--- config.mk ---
export PLATFORM = sky130hd
export DESIGN_NAME = fixed_variable_step_timer_core
export DESIGN_NICKNAME = d
export VERILOG_FILES = /design/src/design/fvst_pkg.sv /design/src/design/fvst_cfg.sv /design/src/design/fvst_cmpsub.sv /design/src/design/fixed_variable_step_timer_core.sv
export VERILOG_INCLUDE_DIRS = /design/src /design/src/design
export SDC_FILE = /design/constraint.sdc
export NUM_CORES = 1
export LEC_CHECK = 0
export ABC_CLOCK_PERIOD_IN_PS = 12900
export BUFFER_PORTS_ARGS = -buffer_cell sky130_fd_sc_hd__buf_2
export CAP_MARGIN = 20
export CORE_MARGIN = 8
export CORE_UTILIZATION = 47
export CTS_CLUSTER_SIZE = 40
export DETAILED_ROUTE_END_ITERATION = 12
export PLACE_DENSITY = 0.66
export SLEW_MARGIN = 10
export SYNTH_ARGS = -nofsm -noshare
export SYNTH_HDL_FRONTEND = slang
export SYNTH_SLANG_ARGS = --single-unit
--- constraint.sdc ---
create_clock -name clk -period 12.9 [get_ports clk]
set_input_delay 2.58 -clock clk [delete_from_list [all_inputs] [get_ports clk]]
set_output_delay 2.58 -clock clk [all_outputs]
set_load 0.01 [all_outputs]
--- src/design/fixed_variable_step_timer_core_defines.svh ---
// Assertion helpers for the step timer.
`ifndef FIXED_VARIABLE_STEP_TIMER_CORE_DEFINES_SVH
`define FIXED_VARIABLE_STEP_TIMER_CORE_DEFINES_SVH

// Same-cycle implication, disabled in reset.
`define FVST_CHECK(lbl, clk, rst, ante, cons, msg) \
  lbl: assert property (@(posedge clk) disable iff (rst) (ante) |-> (cons)) \
    else $error(msg);

// Next-cycle implication, disabled in reset.
`define FVST_CHECK_NEXT(lbl, clk, rst, ante, cons, msg) \
  lbl: assert property (@(posedge clk) disable iff (rst) (ante) |=> (cons)) \
    else $error(msg);

`endif

--- src/design/fvst_pkg.sv ---
`timescale 1ns / 1ps
package fvst_pkg;

  localparam int MAX_UPDATES = 64;
  localparam int UPD_CNT_W   = $clog2(MAX_UPDATES + 1);

  localparam int ACC_W       = 33;

  localparam int CFG_IDX_W   = 2;
  localparam int CFG_DATA_W  = 10;
  localparam int WORK_W      = 12;

  localparam logic [CFG_IDX_W-1:0] REG_FIXED_MODE = 2'd0;
  localparam logic [CFG_IDX_W-1:0] REG_TARGET     = 2'd1;
  localparam logic [CFG_IDX_W-1:0] REG_MAX_DELTA  = 2'd2;

  localparam logic [9:0]  ONE_SECOND    = 10'd1000;
  localparam logic [9:0]  MIN_TARGET    = 10'd16;
  localparam logic [9:0]  TARGET_RESET  = 10'd16;
  localparam logic [9:0]  MAX_DELTA_RST = 10'd1000;
  localparam logic [10:0] SNAP_SLACK    = 11'd3;
  localparam logic [10:0] LEFTOVER_MAX  = 11'd2047;
  localparam logic [15:0] RATE_MAX      = 16'hFFFF;

  typedef struct packed {
    logic       fixed_mode;
    logic [9:0] target_ms;
    logic [9:0] max_delta_ms;
  } cfg_t;

endpackage

--- src/design/fvst_cfg.sv ---
`timescale 1ns / 1ps
module fvst_cfg (
  input  logic                          clk,
  input  logic                          rst,
  input  logic                          cfg_valid,
  output logic                          cfg_ready,
  input  logic [fvst_pkg::CFG_IDX_W-1:0]  cfg_index,
  input  logic [fvst_pkg::CFG_DATA_W-1:0] cfg_data,
  output fvst_pkg::cfg_t                cfg
);
  import fvst_pkg::*;

  assign cfg_ready = 1'b1;

  always_ff @(posedge clk) begin
    if (rst) begin
      cfg.fixed_mode   <= 1'b0;
      cfg.target_ms    <= TARGET_RESET;
      cfg.max_delta_ms <= MAX_DELTA_RST;
    end else if (cfg_valid && cfg_ready) begin
      unique case (cfg_index)
        REG_FIXED_MODE: cfg.fixed_mode   <= cfg_data[0];
        REG_TARGET:     cfg.target_ms    <= cfg_data;
        REG_MAX_DELTA:  cfg.max_delta_ms <= cfg_data;
        default: ;
      endcase
    end
  end

endmodule

--- src/design/fvst_cmpsub.sv ---
`timescale 1ns / 1ps
module fvst_cmpsub (
  input  logic [fvst_pkg::WORK_W-1:0] a,
  input  logic [fvst_pkg::WORK_W-1:0] b,
  output logic [fvst_pkg::WORK_W-1:0] diff,
  output logic                        ge
);
  import fvst_pkg::*;

  logic borrow;

  // a - b with a borrow out; ge when no borrow
  assign {borrow, diff} = {1'b0, a} - {1'b0, b};
  assign ge = ~borrow;

endmodule

--- src/design/fixed_variable_step_timer_core.sv ---
// Channel   Direction  Handshake            Payload
// in        request    in_valid / in_stall   current_time_ms
// out       result     out_valid / out_stall elapsed_ms, total_ms, frame_number,
//                                             rate_per_second, last_update
// cfg       write      cfg_valid / cfg_ready cfg_index, cfg_data
//
// Sequence: a request is captured, prepared, then runs the update loop (up to 64
//   updates in fixed mode, one in variable mode), then the rollover trim when the
//   one-second accumulator rolls over (fold by 1024 = 24 mod 1000, then trim by 1000
//   through the shared subtractor). One compare/subtract per cycle while not stalled.
// Reset: synchronous, clears all timer state; config returns to variable mode,
//   16 ms target, 1000 ms max delta.
// Stalls: in_stall is high whenever the sequencer is busy. out_stall holds the
//   output register; the loop keeps one pending update and waits for a free slot.
`timescale 1ns / 1ps
`include "fixed_variable_step_timer_core_defines.svh"
module fixed_variable_step_timer_core (
  input  logic                            clk,
  input  logic                            rst,
  // request channel
  input  logic                            in_valid,
  output logic                            in_stall,
  input  logic [31:0]                     current_time_ms,
  // result channel
  output logic                            out_valid,
  input  logic                            out_stall,
  output logic [9:0]                      elapsed_ms,
  output logic [31:0]                     total_ms,
  output logic [31:0]                     frame_number,
  output logic [15:0]                     rate_per_second,
  output logic                            last_update,
  // config write channel
  input  logic                            cfg_valid,
  output logic                            cfg_ready,
  input  logic [fvst_pkg::CFG_IDX_W-1:0]  cfg_index,
  input  logic [fvst_pkg::CFG_DATA_W-1:0] cfg_data
);
  import fvst_pkg::*;

  typedef enum logic [1:0] {ST_IDLE, ST_PREP, ST_EMIT, ST_MOD} state_t;

  state_t state;
  cfg_t   cfg;

  // timer state
  logic [31:0]          previous_time;
  logic [ACC_W-1:0]     second_acc;
  logic [10:0]          leftover;
  logic [31:0]          sim_total;
  logic [31:0]          update_count;
  logic [15:0]          count_sec;
  logic [15:0]          latched_rate;

  // per-request working registers
  logic [31:0]          raw_ms;
  logic [9:0]           target_eff;
  logic [WORK_W-1:0]    left;
  logic [UPD_CNT_W-1:0] upd_n;
  logic                 single;
  logic                 have_pend;
  logic [9:0]           pend_elapsed;
  logic [31:0]          pend_total;
  logic [31:0]          pend_frame;
  logic [15:0]          pend_rate;

  // shared unit
  logic [WORK_W-1:0]    unit_a;
  logic [WORK_W-1:0]    unit_b;
  logic [WORK_W-1:0]    unit_diff;
  logic                 unit_ge;

  logic [9:0]           delta_clamp;
  logic [9:0]           target_cfg;
  logic                 snap;
  logic [9:0]           delta_snap;
  logic [WORK_W-1:0]    left_init;
  logic                 slot_free;
  logic                 can_go;
  logic                 step;
  logic                 push;
  logic [10:0]          left_sat;
  logic [15:0]          cnt_after;
  logic                 acc_roll;
  logic                 fold_need;
  logic [ACC_W-1:0]     acc_fold;
  logic [31:0]          total_var;
  logic [31:0]          total_fix;

  fvst_cfg u_cfg (
    .clk       (clk),
    .rst       (rst),
    .cfg_valid (cfg_valid),
    .cfg_ready (cfg_ready),
    .cfg_index (cfg_index),
    .cfg_data  (cfg_data),
    .cfg       (cfg)
  );

  fvst_cmpsub u_unit (
    .a    (unit_a),
    .b    (unit_b),
    .diff (unit_diff),
    .ge   (unit_ge)
  );

  // Loop uses left - target; rollover trims the folded count by 1000.
  always_comb begin
    if (state == ST_MOD) begin
      unit_a = second_acc[WORK_W-1:0];
      unit_b = WORK_W'(ONE_SECOND);
    end else begin
      unit_a = left;
      unit_b = WORK_W'(target_eff);
    end
  end

  // 1024 = 24 mod 1000: high part times 24 (x16 + x8) plus the low 10 bits
  assign fold_need = |second_acc[ACC_W-1:11];
  assign acc_fold  = ACC_W'({second_acc[ACC_W-1:10], 4'b0000}) +
                     ACC_W'({second_acc[ACC_W-1:10], 3'b000}) +
                     ACC_W'(second_acc[9:0]);

  // Prep path: clamp, floor the target, snap within 3 ms, add leftover.
  assign delta_clamp = (raw_ms > 32'(cfg.max_delta_ms)) ? cfg.max_delta_ms : raw_ms[9:0];
  assign target_cfg  = (cfg.target_ms < MIN_TARGET) ? MIN_TARGET : cfg.target_ms;
  assign snap = (({1'b0, delta_clamp} + SNAP_SLACK) >= {1'b0, target_cfg}) &&
                ({1'b0, delta_clamp} <= ({1'b0, target_cfg} + SNAP_SLACK));
  assign delta_snap = snap ? target_cfg : delta_clamp;
  assign left_init  = WORK_W'(leftover) + WORK_W'(delta_snap);
  assign total_var  = sim_total + 32'(delta_clamp);
  assign total_fix  = sim_total + 32'(target_eff);

  // Loop control: one pending update is held until we know whether it is the last.
  assign slot_free = !out_valid || !out_stall;
  assign can_go    = !have_pend || slot_free;
  assign step      = !single && unit_ge && (upd_n < UPD_CNT_W'(MAX_UPDATES));
  assign push      = (state == ST_EMIT) && can_go && have_pend;

  assign left_sat  = (left > WORK_W'(LEFTOVER_MAX)) ? LEFTOVER_MAX : left[10:0];
  assign cnt_after = (upd_n == '0) ? count_sec :
                     ((count_sec != RATE_MAX) ? count_sec + 16'd1 : count_sec);
  assign acc_roll  = second_acc >= ACC_W'(ONE_SECOND);

  assign in_stall  = (state != ST_IDLE);

  always_ff @(posedge clk) begin
    if (rst) begin
      state         <= ST_IDLE;
      previous_time <= '0;
      second_acc    <= '0;
      leftover      <= '0;
      sim_total     <= '0;
      update_count  <= '0;
      count_sec     <= '0;
      latched_rate  <= '0;
      upd_n         <= '0;
      single        <= 1'b0;
      have_pend     <= 1'b0;
      out_valid     <= 1'b0;
      left          <= '0;
    end else begin
      // output register
      if (push) begin
        out_valid       <= 1'b1;
        elapsed_ms      <= pend_elapsed;
        total_ms        <= pend_total;
        frame_number    <= pend_frame;
        rate_per_second <= pend_rate;
        last_update     <= !step;
      end else if (!out_stall) begin
        out_valid <= 1'b0;
      end

      unique case (state)
        ST_IDLE: begin
          if (in_valid) begin
            raw_ms        <= current_time_ms - previous_time;
            previous_time <= current_time_ms;
            state         <= ST_PREP;
          end
        end

        ST_PREP: begin
          second_acc <= second_acc + ACC_W'(raw_ms);
          target_eff <= target_cfg;
          if (cfg.fixed_mode) begin
            left      <= left_init;
            upd_n     <= '0;
            have_pend <= 1'b0;
            single    <= 1'b0;
          end else begin
            // variable mode: the single update is pending right away
            left         <= '0;
            upd_n        <= UPD_CNT_W'(1);
            have_pend    <= 1'b1;
            single       <= 1'b1;
            pend_elapsed <= delta_clamp;
            pend_total   <= total_var;
            pend_frame   <= update_count + 32'd1;
            pend_rate    <= latched_rate;
            sim_total    <= total_var;
            update_count <= update_count + 32'd1;
          end
          state <= ST_EMIT;
        end

        ST_EMIT: begin
          if (can_go) begin
            if (step) begin
              have_pend    <= 1'b1;
              left         <= unit_diff;
              upd_n        <= upd_n + UPD_CNT_W'(1);
              pend_elapsed <= target_eff;
              pend_total   <= total_fix;
              pend_frame   <= update_count + 32'd1;
              pend_rate    <= latched_rate;
              sim_total    <= total_fix;
              update_count <= update_count + 32'd1;
            end else begin
              have_pend <= 1'b0;
              leftover  <= left_sat;
              if (acc_roll) begin
                latched_rate <= cnt_after;
                count_sec    <= '0;
                state        <= ST_MOD;
              end else begin
                count_sec <= cnt_after;
                state     <= ST_IDLE;
              end
            end
          end
        end

        ST_MOD: begin
          // fold while above 2047, then subtract 1000 until below it
          if (fold_need) begin
            second_acc <= acc_fold;
          end else if (unit_ge) begin
            second_acc <= ACC_W'(unit_diff);
          end else begin
            state <= ST_IDLE;
          end
        end

        default: state <= ST_IDLE;
      endcase
    end
  end

  `FVST_CHECK(a_upd_bound, clk, rst, 1'b1, upd_n <= UPD_CNT_W'(MAX_UPDATES), "update count over limit")
  `FVST_CHECK(a_acc_range, clk, rst, state == ST_IDLE, second_acc < ACC_W'(ONE_SECOND), "second count out of range")
  `FVST_CHECK(a_idle_clean, clk, rst, state == ST_IDLE, !have_pend, "pending update left in idle")
  `FVST_CHECK_NEXT(a_last_ends, clk, rst, push && !step, state != ST_EMIT, "loop runs past last update")

endmodule
==> results.md <==
* Status: completed
* Nets@finish at 2,887
* Slowest-stage cell, CP: o21ai_4
* Share of synthesized registers carrying an async set or reset at 0
* CTS Buf Count at 49
* Initial antenna violation count at 0
* Synth top area share at 0.273
* # fillers at 4,605
* Most common cell in the synthesized netlist: nand2_1
* DR iter-0 viols at 1,022
* Final min period at 7140 ps
* Wire per inst at 16.6 um
* Worst slew pin tran at 1060 ps
* Register area at 11,000 um2
* Pwr/cell area at ~150 nW/um2
* Area of the multi-input gates at between 10,000 and 15,000 um2
* Most frequent CP cell: ha_1
* Max-slew violations at 0
* Final Hold Vio Count at 0
* Max cap viols at 0
* Largest net degree at the start of global routing at 146
* Req. time, crit path at 13,420 ps
* Element type at the critical path start: flop
* Unrepaired setup endpoints after global routing: no
* I/O pins at roughly 140
* Post-DP Area at 25,800 um2
* PostCTS Resize Cnt at 0
* DRT Pass-1 Iters at 7
* Final setup violation count at 0
* Row count at 83
* Slew headroom at 0.284
* H-Tree Depth at 2
* Vias in the first global route at 18,100
* Die Height at roughly 240 um
* Port-buffer cells at around 140
* Hold Crit Class: reg2reg
* Seq cells post-synth at 440
* Design area at 27,500 um2
* Die width at ~240 um
* Synth unique cells at 91
* FMAX at 0.140 GHz
* Hold slack at between 400 and 500 ps
* DR vias/cell at 5.49
* Root Buffer: clkbuf_16
* Dominant synthesized flop cell: edfxtp_1
* Global-route wire length before repair at 91,600 um
* Ratio of final minimum period to clock period at 0.554
* Clock Path Buffers at 3
* Max IR drop VDD at 0.000112 V
* Mapped cell area at 24,500 um2
* Vias at 18,400
* Cts hold-fix bufs at 0
* Clock-pin slew on the worst setup and hold paths at around 60 ps
* Crit-path max FO at 16
* Critical path's largest stage delay at 530 ps
* Largest area contributor in the netlist: edfxtp_1
* DP Wirelength at 40,700 um
* Initial core utilization at 0.477
* # DRC at 0
* Arr. time, crit path at 7670 ps
* Post-CTS Setup Bufs at 0
* Crit. End Element: flop
* Syn_area_per_cell at 9.69 um2
* Post-Synthesis Cells at 2,529
* Sink Count at 440
* P_leak at 0.0109 uW
* Synth area leaders: edfxtp_1 27%, dfxtp_1 18%, ha_1 9.7%, xnor2_1 4.6%, a21oi_1 4.2%
* CTS tree: done
* Routability congestion estimate at slightly below 0.9
* Detail Route Antenna Nets at 0
* Die area at 59,700 um2
* Sequential area share after synthesis at 0.451
* Share of cells above drive strength 1 at 0.106
* GRT overflow at 0
* Final setup TNS at 0 ps
* Synth Warn # at 0
* Top post-synthesis cells by count: 264 x nand2_1, 245 x nor2_1, 223 x edfxtp_1
* Worst Clk Skew at 29.3 ps
* Post-Syn Nets at roughly 2,800
* Core area at about 51,000 um2
* P&R area growth vs syn at 12.0%
* GRT Total Usage at 0.182
* # diodes at 0
* Total Wirelength at roughly 56,000 um
* Setup Crit Path Kind: reg2reg
* Clock latency on the worst-skew pair at 600 ps
* Post-synth EDFFs at 223
[report_power, final]
group | switching [uW] | internal, uW | leakage (uW) | total (uW)
registers | 91.6 | 1610 | 0.00383 | 1700
logic | 644 | 405 | 0.00628 | 1050
clock network | 585 | 844 | 0.000805 | 1430
total | 1320 | 2860 | 0.0109 | 4180
[per-layer routing]
layer	track usage	routed length, um	vias up
met2	0.305	25900	449
met1	0.236	25200	8604
li1	-	-	9289
met4	0.0589	1610	0
met3	0.0336	2840	97
met5	0	0	-
[sequential cells by signal, indices dropped and copies added (netlist names), 10 cells and up]
name and cells:
count_sec 16, rate_per_second 16, elapsed_ms 10, update_count 32
latched_rate 16, previous_time 32, sim_total 32, raw_ms 32
u_cfg.cfg 21, target_eff 10, frame_number 32, pend_frame 32
second_acc 33, left 12, pend_rate 16, leftover 11
pend_total 32, pend_elapsed 10, total_ms 32
[kinds of logic after synthesis]
kind of cell,count (synthesis),synth area share
buffers and inverters,235,0.0393
adders and majority gates,201,0.106
and+or+nand+nor,823,0.156
other,1,0.000153
xor gates and xnor gates,218,0.0779
muxes,38,0.0164
DFF,440,0.451
AOI/OAI and AO/OA,573,0.154
[through the flow]
stage / power (uW) / util / std cells / setup slack, ps
after floorplan: 2520 / - / 2529 / 2780
after global placement: 2740 / 0.501 / 3265 / 6090
after detailed placement: 2770 / 0.501 / 3265 / 5830
after CTS: 4220 / 0.534 / 3357 / 5800
after global routing: 4420 / 0.534 / 3358 / 5160
final: 4180 / 0.534 / 3358 / 5760
[worst max-delay path: cells and delay by family (launching register included)]
| kind | cells | cell delay [ps] |
|---|---|---|
| DFF | 1 | 480 |
| buffers and inverters | 1 | 60 |
| AOI/OAI and AO/OA | 12 | 2700 |
| xor gates and xnor gates | 2 | 270 |
| and+or+nand+nor | 8 | 1160 |
| adders and majority gates | 5 | 1500 |
| muxes | 2 | 880 |
[area by class of cell]
cell class,count,area share
Sequential cell,440,0.402
Clock buffer,56,0.0467
Clock inverter,36,0.0146
Tap cell,680,0.0310
Inverter,136,0.0186
Multi-Input combinational cell,1854,0.456
Timing Repair Buffer,156,0.0308
[placed cells by master, fill, tap and decap left out, drive strengths merged, types with 15 or more instances in the layout]
cell / Yosys / routed
nor4: 15 / 15
o21a: 24 / 24
nand4: 27 / 27
a22oi: 16 / 16
or3: 22 / 22
nor2b: 20 / 20
dfxtp: 217 / 217
buf: 28 / 156
nand2: 265 / 265
clkinv: 0 / 20
a221oi: 15 / 15
o211ai: 20 / 20
a31oi: 25 / 25
a21oi: 208 / 208
xnor2: 128 / 128
ha: 189 / 189
mux2i: 36 / 36
and3: 24 / 24
o21ai: 100 / 100
nor3: 70 / 70
a21o: 36 / 36
xor2: 90 / 90
nor2: 245 / 245
nand2b: 23 / 23
edfxtp: 223 / 223
a211oi: 36 / 36
inv: 136 / 140
clkbuf: 71 / 56
nand3: 63 / 63
[final timing paths]
path / from / endpoint / slack [ps] / depth (start not counted)
setup / recovery: raw_ms[4] / left[10] / 5760 / 30
hold / removal: pend_frame[28] / frame_number[28] / 410 / 0
setup reg to reg: raw_ms[4] / left[10] / 5760 / 30
hold reg to reg: pend_frame[28] / frame_number[28] / 410 / 0
(Power assumes the default switching activity.)
